`config.mk`:
```
export PLATFORM = sky130hd
export DESIGN_NAME = touch_swipe_gesture_detector_unit
export DESIGN_NICKNAME = d
export VERILOG_FILES = /design/src/hdl/tsgd_pkg.sv /design/src/hdl/tsgd_cfg_regs.sv /design/src/hdl/tsgd_scan_core.sv /design/src/hdl/touch_swipe_gesture_detector_unit.sv
export SDC_FILE = /design/constraint.sdc
export NUM_CORES = 1
export LEC_CHECK = 0
export ABC_AREA = 1
export CAP_MARGIN = 30
export CORE_MARGIN = 4
export CORE_UTILIZATION = 28
export DETAILED_ROUTE_END_ITERATION = 7
export DONT_BUFFER_PORTS = 1
export PLACE_DENSITY_LB_ADDON = 0.1
export SETUP_SLACK_MARGIN = 0.1
export SLEW_MARGIN = 25
export SYNTH_ARGS = -nofsm -noshare
export SYNTH_HDL_FRONTEND = slang
export SYNTH_SLANG_ARGS = --single-unit
```
`constraint.sdc`:
```
create_clock -name aclk -period 26.3 [get_ports aclk]
set_clock_uncertainty 0.1 [all_clocks]
set_input_delay 3.945 -clock aclk [delete_from_list [all_inputs] [get_ports aclk]]
set_output_delay 3.945 -clock aclk [all_outputs]
set_load 0.03 [all_outputs]
```
`src/hdl/tsgd_pkg.sv`:
```
package tsgd_pkg;

    localparam int unsigned NUM_PADS = 8;
    localparam int unsigned PAD_IDX_W = 3;
    localparam int unsigned TIMER_W = 16;
    localparam int unsigned CODE_W = 4;

    localparam logic [TIMER_W-1:0] FIRST_WINDOW_RESET = 16'd3000;
    localparam logic [TIMER_W-1:0] REARM_DELAY_RESET = 16'd400;

    localparam logic [CODE_W-1:0] NO_CODE = 4'd0;
    localparam logic [CODE_W-1:0] MAX_CODE = 4'd12;

    localparam logic REG_FIRST_WINDOW = 1'b0;
    localparam logic REG_REARM_DELAY = 1'b1;

    typedef struct packed {
        logic [TIMER_W-1:0] first_window;
        logic [TIMER_W-1:0] rearm_delay;
    } tsgd_cfg_t;

    // Rows are the first pad, columns the second pad.
    localparam logic [CODE_W-1:0] SWIPE_TABLE [0:NUM_PADS-1][0:NUM_PADS-1] = '{
        '{4'd0, 4'd0,  4'd0, 4'd0,  4'd0,  4'd0, 4'd4, 4'd0},
        '{4'd0, 4'd0,  4'd0, 4'd0,  4'd0,  4'd0, 4'd0, 4'd9},
        '{4'd0, 4'd0,  4'd0, 4'd5,  4'd0,  4'd8, 4'd0, 4'd0},
        '{4'd0, 4'd0,  4'd6, 4'd0,  4'd12, 4'd0, 4'd0, 4'd0},
        '{4'd0, 4'd0,  4'd0, 4'd11, 4'd0,  4'd2, 4'd0, 4'd0},
        '{4'd0, 4'd0,  4'd7, 4'd0,  4'd1,  4'd0, 4'd0, 4'd0},
        '{4'd3, 4'd0,  4'd0, 4'd0,  4'd0,  4'd0, 4'd0, 4'd0},
        '{4'd0, 4'd10, 4'd0, 4'd0,  4'd0,  4'd0, 4'd0, 4'd0}
    };

endpackage

```
`src/hdl/tsgd_cfg_regs.sv`:
```
module tsgd_cfg_regs (
    input  logic              aclk,
    input  logic              aresetn,
    input  logic              psel,
    input  logic              penable,
    input  logic              pwrite,
    input  logic [2:0]        paddr,
    input  logic [31:0]       pwdata,
    output logic [31:0]       prdata,
    output logic              pready,
    output tsgd_pkg::tsgd_cfg_t cfg
);
    import tsgd_pkg::*;

    logic [TIMER_W-1:0] first_window_reg;
    logic [TIMER_W-1:0] rearm_delay_reg;
    logic               wr_en;
    logic               reg_sel;

    assign pready = 1'b1;
    assign wr_en = psel & penable & pwrite & pready;
    assign reg_sel = paddr[2];

    always_ff @(posedge aclk) begin
        if (!aresetn) begin
            first_window_reg <= FIRST_WINDOW_RESET;
            rearm_delay_reg <= REARM_DELAY_RESET;
        end else if (wr_en) begin
            unique case (reg_sel)
                REG_FIRST_WINDOW: first_window_reg <= pwdata[TIMER_W-1:0];
                REG_REARM_DELAY:  rearm_delay_reg <= pwdata[TIMER_W-1:0];
                default: ;
            endcase
        end
    end

    always_comb begin
        unique case (reg_sel)
            REG_FIRST_WINDOW: prdata = {{(32-TIMER_W){1'b0}}, first_window_reg};
            REG_REARM_DELAY:  prdata = {{(32-TIMER_W){1'b0}}, rearm_delay_reg};
            default:          prdata = '0;
        endcase
    end

    assign cfg.first_window = first_window_reg;
    assign cfg.rearm_delay = rearm_delay_reg;

endmodule

```
`src/hdl/tsgd_scan_core.sv`:
```
module tsgd_scan_core (
    input  logic                        aclk,
    input  logic                        aresetn,
    input  logic                        scan_fire,
    input  logic [tsgd_pkg::NUM_PADS-1:0] pad_levels,
    input  tsgd_pkg::tsgd_cfg_t         cfg,
    output logic [tsgd_pkg::CODE_W-1:0] gesture_code,
    output logic                        code_written
);
    import tsgd_pkg::*;

    logic [PAD_IDX_W-1:0] first_pad_reg, first_pad_next;
    logic                 first_armed_reg, first_armed_next;
    logic                 second_taken_reg, second_taken_next;
    logic [TIMER_W-1:0]   window_timer_reg, window_timer_next;
    logic [TIMER_W-1:0]   rearm_timer_reg, rearm_timer_next;
    logic [CODE_W-1:0]    held_code_reg, held_code_next;
    logic                 wrote;

    always_comb begin
        logic [PAD_IDX_W-1:0] fp;
        logic                 fa;
        logic                 st;
        logic [TIMER_W-1:0]   wt;
        logic [TIMER_W-1:0]   rt;
        logic [CODE_W-1:0]    hc;
        logic [CODE_W-1:0]    code;
        logic [TIMER_W:0]     wt_inc;
        logic [TIMER_W:0]     rt_inc;
        fp = first_pad_reg;
        fa = first_armed_reg;
        st = second_taken_reg;
        wt = window_timer_reg;
        rt = rearm_timer_reg;
        hc = held_code_reg;
        wrote = 1'b0;
        code = NO_CODE;
        // Each pad sees the marks and timers as left by the pads before it.
        for (int p = 0; p < NUM_PADS; p++) begin
            if (pad_levels[p]) begin
                if (!fa && (rt >= cfg.rearm_delay)) begin
                    fp = PAD_IDX_W'(p);
                    fa = 1'b1;
                    wt = '0;
                end else if ((PAD_IDX_W'(p) != fp) && !st && (wt < cfg.first_window)) begin
                    code = SWIPE_TABLE[fp][PAD_IDX_W'(p)];
                    st = 1'b1;
                    if (code != NO_CODE) begin
                        hc = code;
                        wrote = 1'b1;
                    end else begin
                        fa = 1'b0;
                        st = 1'b0;
                    end
                end else begin
                    rt = '0;
                end
            end
        end
        wt_inc = {1'b0, wt} + 1'b1;
        if (wt_inc > {1'b0, cfg.first_window}) begin
            fa = 1'b0;
        end else begin
            wt = wt_inc[TIMER_W-1:0];
        end
        rt_inc = {1'b0, rt} + 1'b1;
        if (rt_inc > {1'b0, cfg.rearm_delay}) begin
            st = 1'b0;
        end else begin
            rt = rt_inc[TIMER_W-1:0];
        end
        first_pad_next = fp;
        first_armed_next = fa;
        second_taken_next = st;
        window_timer_next = wt;
        rearm_timer_next = rt;
        held_code_next = hc;
    end

    always_ff @(posedge aclk) begin
        if (!aresetn) begin
            first_pad_reg <= '0;
            first_armed_reg <= 1'b0;
            second_taken_reg <= 1'b0;
            window_timer_reg <= '0;
            rearm_timer_reg <= REARM_DELAY_RESET;
            held_code_reg <= NO_CODE;
        end else if (scan_fire) begin
            first_pad_reg <= first_pad_next;
            first_armed_reg <= first_armed_next;
            second_taken_reg <= second_taken_next;
            window_timer_reg <= window_timer_next;
            rearm_timer_reg <= rearm_timer_next;
            held_code_reg <= held_code_next;
        end
    end

    assign gesture_code = held_code_next;
    assign code_written = wrote;

    assert property (@(posedge aclk) disable iff (!aresetn)
        held_code_reg <= MAX_CODE)
        else $error("held gesture code out of range");

    assert property (@(posedge aclk) disable iff (!aresetn)
        (scan_fire && wrote) |=> (held_code_reg != NO_CODE))
        else $error("a written gesture code is zero");

    assert property (@(posedge aclk) disable iff (!aresetn)
        !scan_fire |=> ($stable(held_code_reg) && $stable(first_armed_reg)
                        && $stable(window_timer_reg) && $stable(rearm_timer_reg)))
        else $error("gesture state changed without a scan");

    assert property (@(posedge aclk) disable iff (!aresetn)
        (scan_fire && !wrote) |=> $stable(held_code_reg))
        else $error("held code changed on a scan that wrote no code");

endmodule

```
`src/hdl/touch_swipe_gesture_detector_unit.sv`:
```
// Path: a result passes through the input register and then the result register.
// Throughput: one scan per cycle while m_tready does not stall the output; the eight-pad chain and
// both timer updates run combinationally between the input register and the result register.
// Reset: aresetn is synchronous and active low; it clears all marks, the window timer and the held code,
// loads the rearm timer with 400 and the registers with their defaults, and empties both stages.
module touch_swipe_gesture_detector_unit (
    input  logic        aclk,
    input  logic        aresetn,
    input  logic        s_tvalid,
    output logic        s_tready,
    input  logic [7:0]  s_tdata,   // [7:0] pad_levels
    output logic        m_tvalid,
    input  logic        m_tready,
    output logic [7:0]  m_tdata,   // [3:0] gesture_code, [7:4] zero
    output logic [0:0]  m_tuser,   // [0] code_written
    input  logic        psel,
    input  logic        penable,
    input  logic        pwrite,
    input  logic [2:0]  paddr,
    input  logic [31:0] pwdata,
    output logic [31:0] prdata,
    output logic        pready
);
    import tsgd_pkg::*;

    tsgd_cfg_t           cfg;
    logic                in_valid_reg;
    logic [NUM_PADS-1:0] in_pads_reg;
    logic                out_valid_reg;
    logic [CODE_W-1:0]   out_code_reg;
    logic                out_written_reg;
    logic                scan_fire;
    logic [CODE_W-1:0]   res_code;
    logic                res_written;

    tsgd_cfg_regs u_cfg (
        .aclk    (aclk),
        .aresetn (aresetn),
        .psel    (psel),
        .penable (penable),
        .pwrite  (pwrite),
        .paddr   (paddr),
        .pwdata  (pwdata),
        .prdata  (prdata),
        .pready  (pready),
        .cfg     (cfg)
    );

    assign scan_fire = in_valid_reg & (~out_valid_reg | m_tready);
    assign s_tready = ~in_valid_reg | scan_fire;

    tsgd_scan_core u_core (
        .aclk         (aclk),
        .aresetn      (aresetn),
        .scan_fire    (scan_fire),
        .pad_levels   (in_pads_reg),
        .cfg          (cfg),
        .gesture_code (res_code),
        .code_written (res_written)
    );

    always_ff @(posedge aclk) begin
        if (!aresetn) begin
            in_valid_reg <= 1'b0;
            out_valid_reg <= 1'b0;
        end else begin
            if (s_tready) begin
                in_valid_reg <= s_tvalid;
            end
            if (scan_fire) begin
                out_valid_reg <= 1'b1;
            end else if (m_tready) begin
                out_valid_reg <= 1'b0;
            end
        end
    end

    always_ff @(posedge aclk) begin
        if (s_tready && s_tvalid) begin
            in_pads_reg <= s_tdata;
        end
        if (scan_fire) begin
            out_code_reg <= res_code;
            out_written_reg <= res_written;
        end
    end

    assign m_tvalid = out_valid_reg;
    assign m_tdata = {{(8-CODE_W){1'b0}}, out_code_reg};
    assign m_tuser = out_written_reg;

    assert property (@(posedge aclk) disable iff (!aresetn)
        (m_tvalid && !m_tready) |=> (m_tvalid && $stable(m_tdata) && $stable(m_tuser)))
        else $error("stalled result changed");

    assert property (@(posedge aclk) disable iff (!aresetn)
        (in_valid_reg && out_valid_reg && !m_tready) |-> !s_tready)
        else $error("input accepted while both stages are full and stalled");

    assert property (@(posedge aclk) disable iff (!aresetn)
        scan_fire |=> m_tvalid)
        else $error("processed scan produced no result");

endmodule
```
==> impl_metrics.xml <==
<?xml version="1.0" encoding="UTF-8"?>
<metrics>
  <group name="run_status">
    <metric name="run_status" unit="">finished, final reports clean</metric>
  </group>
  <group name="timing">
    <metric name="final_min_period_over_clock_period" unit="%">89.26</metric>
    <metric name="hold_ws" unit="ps">394.9</metric>
    <metric name="max_slew_margin_vs_limit" unit="%">31.41</metric>
    <metric name="finalMaxSlewViolations" unit="">0</metric>
    <metric name="rsz0062_at_grt" unit="">no</metric>
    <metric name="timing.final.crit_period" unit="ps">23480</metric>
    <metric name="final_hold_violating_endpoints" unit="">0</metric>
    <metric name="setup_viol" unit="">0</metric>
    <metric name="fin_tns_setup" unit="ps">0</metric>
    <metric name="achievable-frequency" unit="MHz">42.60</metric>
    <metric name="actual_slew_at_the_worst_max_slew_pin" unit="ps">1018</metric>
  </group>
  <group name="clocking">
    <metric name="clock_tree.buffer_depth" unit="">2</metric>
    <metric name="count_of_hold_fix_buffers_inserted_at_cts" unit="">0</metric>
    <metric name="htree_num_levels" unit="">3</metric>
    <metric name="tritoncts_clock_tree" unit="">done</metric>
    <metric name="clock_insertion_delay_worst_skew" unit="ps">380</metric>
    <metric name="root_buffer" unit="">sky130_fd_sc_hd__clkbuf_16</metric>
    <metric name="cts.repair_timing.setup_buffer_count" unit="">0</metric>
    <metric name="numClockSinks" unit="">88</metric>
    <metric name="cts_resized" unit="">0</metric>
    <metric name="cts-buffers-inserted" unit="">9</metric>
    <metric name="cts.clk_slew.worst_paths" unit="ps">70</metric>
  </group>
  <group name="placement">
    <metric name="gpl.final_weighted_congestion" unit="">0.8716</metric>
    <metric name="place.port_buffers" unit="">0</metric>
    <metric name="placed_cell_area" unit="um2">13850</metric>
    <metric name="dp.final_hpwl" unit="um">38890</metric>
  </group>
  <group name="pwr">
    <metric name="total_power_density_per_cell_area" unit="nW/um2">123.9</metric>
    <metric name="vdd_ir_drop_max" unit="mV">0.2039</metric>
    <metric name="p_leak" unit="uW">0.008212</metric>
  </group>
  <group name="global_routing">
    <metric name="grt_util_all_layers" unit="%">18.79</metric>
    <metric name="antenna_violations_before_repair" unit="">2</metric>
    <metric name="vias_in_the_first_global_route" unit="">12570</metric>
    <metric name="grt_pass1_wl" unit="um">73630</metric>
    <metric name="pin_count_of_the_biggest_net_entering_global_routing" unit="">50</metric>
    <metric name="grt_overflow_total" unit="">0</metric>
  </group>
  <group name="worst_setup_path">
    <metric name="critical_path_endpoint_category" unit="">flip-flop</metric>
    <metric name="worst-path-max-fanout" unit="">28</metric>
    <metric name="setup.worst_path.start_class" unit="">flip-flop</metric>
    <metric name="worst_r2r_path_depth" unit="">140</metric>
    <metric name="critical-path-slowest-cell" unit="">sky130_fd_sc_hd__a2111oi_1</metric>
    <metric name="reg2reg_to" unit="">u_core.window_timer_reg[12]</metric>
    <metric name="timing.critical_path.required" unit="ps">26510</metric>
    <metric name="critPathMostFrequentCell" unit="">sky130_fd_sc_hd__nand2_1</metric>
    <metric name="criticalPathCategory" unit="">reg2reg</metric>
    <metric name="setup_slack_of_the_worst_register_to_register_path" unit="ps">2820</metric>
    <metric name="arrival" unit="ps">23690</metric>
    <metric name="crit_path_max_incr_delay" unit="ps">430</metric>
    <metric name="worst_r2r_startpoint" unit="">u_cfg.rearm_delay_reg[11]</metric>
  </group>
  <group name="min_path">
    <metric name="min_from" unit="">u_core.window_timer_reg[5]</metric>
    <metric name="hold_depth" unit="">2</metric>
    <metric name="hold-path-endpoint" unit="">u_core.window_timer_reg[5]</metric>
    <metric name="min-delay-path-class" unit="">reg2reg</metric>
  </group>
  <group name="logic_synthesis">
    <metric name="dominantRegCellSynth" unit="">sky130_fd_sc_hd__dfxtp_1</metric>
    <metric name="syn-instance-count" unit="">2036</metric>
    <metric name="ys_ff_latch" unit="">88</metric>
    <metric name="synth_area" unit="um2">13210</metric>
    <metric name="synth-async-reset-ratio" unit="%">0</metric>
    <metric name="synth.yosys.warnings" unit="">0</metric>
    <metric name="synth_edf_count" unit="">13</metric>
    <metric name="ys_types" unit="">66</metric>
    <metric name="share_of_synthesized_area_occupied_by_flip_flops_and_latches" unit="%">14.32</metric>
    <metric name="per_instance_average_area_after_synthesis" unit="um2">6.489</metric>
  </group>
  <group name="drt">
    <metric name="drt.antenna.violating_nets" unit="">0</metric>
    <metric name="residual_drc" unit="">0</metric>
    <metric name="wl_per_cell" unit="um">18.02</metric>
    <metric name="routed_via_density" unit="">4.839</metric>
    <metric name="firstDrtPassIters" unit="">7</metric>
    <metric name="via_count" unit="">12760</metric>
    <metric name="final_wirelength" unit="um">47490</metric>
    <metric name="first_iter_violations" unit="">650</metric>
  </group>
  <group name="cells_and_area">
    <metric name="multi_input_comb_area" unit="um2">9666</metric>
    <metric name="layout_commonest_cell" unit="">sky130_fd_sc_hd__nand2_1</metric>
    <metric name="post_layout_net_count" unit="">2354</metric>
    <metric name="num-fill-cells" unit="">5246</metric>
    <metric name="area_growth_syn_to_layout" unit="%">7.132</metric>
    <metric name="postLayoutCellArea" unit="um2">14150</metric>
    <metric name="post_route_cells_drive_above_1_share" unit="%">5.920</metric>
    <metric name="final_cell_mix" unit="">522 x sky130_fd_sc_hd__nand2_1, 330 x sky130_fd_sc_hd__inv_1, 282 x sky130_fd_sc_hd__ha_1</metric>
    <metric name="final-seq-area" unit="um2">1892</metric>
  </group>
  <group name="floorplanning">
    <metric name="boundaryPins" unit="">94</metric>
    <metric name="chipHeight" unit="um">225.2</metric>
    <metric name="die_area" unit="um2">50720</metric>
    <metric name="starting_density" unit="%">28.38</metric>
    <metric name="fp.dieW" unit="um">225.2</metric>
    <metric name="core_region_area" unit="um2">46560</metric>
    <metric name="std_cell_rows" unit="">79</metric>
  </group>
  <group name="run">
    <metric name="max-cap-violations" unit="">0</metric>
  </group>
</metrics>
## power breakdown
group	switching [uW]	internal (uW)
combinational	977	465
clock	66.0	67.4
sequential	20.8	157
total	1060	689
## per-layer routing
metal,wire length [um],global-route usage (%),up-vias
li1,-,-,6652
met1,21540,23.55,5881
met2,23510,33.86,164
met3,859,1.589,58
met4,1584,6.502,0
met5,0,0,-
## Yosys cell counts, types with 16 or more instances
library cell / count / share of area (%)
sky130_fd_sc_hd__ha_1: 282 / 27
sky130_fd_sc_hd__clkbuf_1: 31 / 0.88
sky130_fd_sc_hd__nor3_1: 26 / 0.98
sky130_fd_sc_hd__inv_1: 332 / 9.4
sky130_fd_sc_hd__buf_4: 24 / 1.4
sky130_fd_sc_hd__nand2_1: 522 / 15
sky130_fd_sc_hd__o211ai_1: 17 / 0.97
sky130_fd_sc_hd__a211oi_1: 16 / 0.91
sky130_fd_sc_hd__nor2_1: 141 / 4.0
sky130_fd_sc_hd__nand3_1: 89 / 3.4
sky130_fd_sc_hd__a21oi_1: 170 / 6.4
sky130_fd_sc_hd__nand4_1: 30 / 1.4
sky130_fd_sc_hd__o21ai_0: 83 / 3.1
sky130_fd_sc_hd__inv_2: 16 / 0.45
sky130_fd_sc_hd__dfxtp_1: 75 / 11
## how the worst max path moves through the flow
stage / startpoint / to / cells past startpoint
after floorplan: u_cfg.rearm_delay_reg[7] / u_core.window_timer_reg[6] / 150
after global routing: u_cfg.rearm_delay_reg[11] / u_core.window_timer_reg[14] / 140
after detailed placement: u_cfg.first_window_reg[7] / u_core.rearm_timer_reg[15] / 144
after global placement: u_cfg.rearm_delay_reg[11] / u_core.rearm_timer_reg[15] / 138
final: u_cfg.rearm_delay_reg[11] / u_core.window_timer_reg[12] / 140
after CTS: u_cfg.first_window_reg[7] / u_core.rearm_timer_reg[15] / 144
## cells by family (layout without fill, tap and decap cells)
group,count (synthesis),count (layout),synth area share (%)
simple gates,861,861,28.81
buf+inv,425,397,13.19
flops,88,88,14.32
compound gates,364,364,15.99
other cells,2,23,0.05684
xor+xnor,14,14,0.9281
fa+ha+maj,282,282,26.71
## metrics by stage
stage / setup slack (ps) / total power [uW] / utilization [%] / cells
5_1_grt: 136.1 / 1970 / 30.39 / 2634
3_5_place_dp: 1812 / 1630 / 29.76 / 2618
3_3_place_gp: 1786 / 1606 / 29.67 / 2612
4_1_cts: 1671 / 1775 / 30.36 / 2634
2_1_floorplan: 6942 / 1264 / - / 2055
6_report: 2824 / 1753 / 30.40 / 2636
## critical path: cells and delay by family, from the launching register on
family / cells / cell delay, ps
xor gates and xnor gates: 1 / 140
AOI/OAI and AO/OA: 55 / 9290
DFF: 1 / 320
adders and majority gates: 10 / 2720
buffers and inverters: 19 / 2390
and+or+nand+nor: 55 / 8250
## layout make-up
class	count	share of cell area, %
tap	607	5.366
clock inverter	5	0.2740
timing repair buffer	32	1.635
multi-input combinational	1542	68.29
inverter	349	9.317
clock buffer	11	1.715
antenna	2	0.03536
sequential	88	13.37
Note: power is estimated with default switching activity, not from simulation.
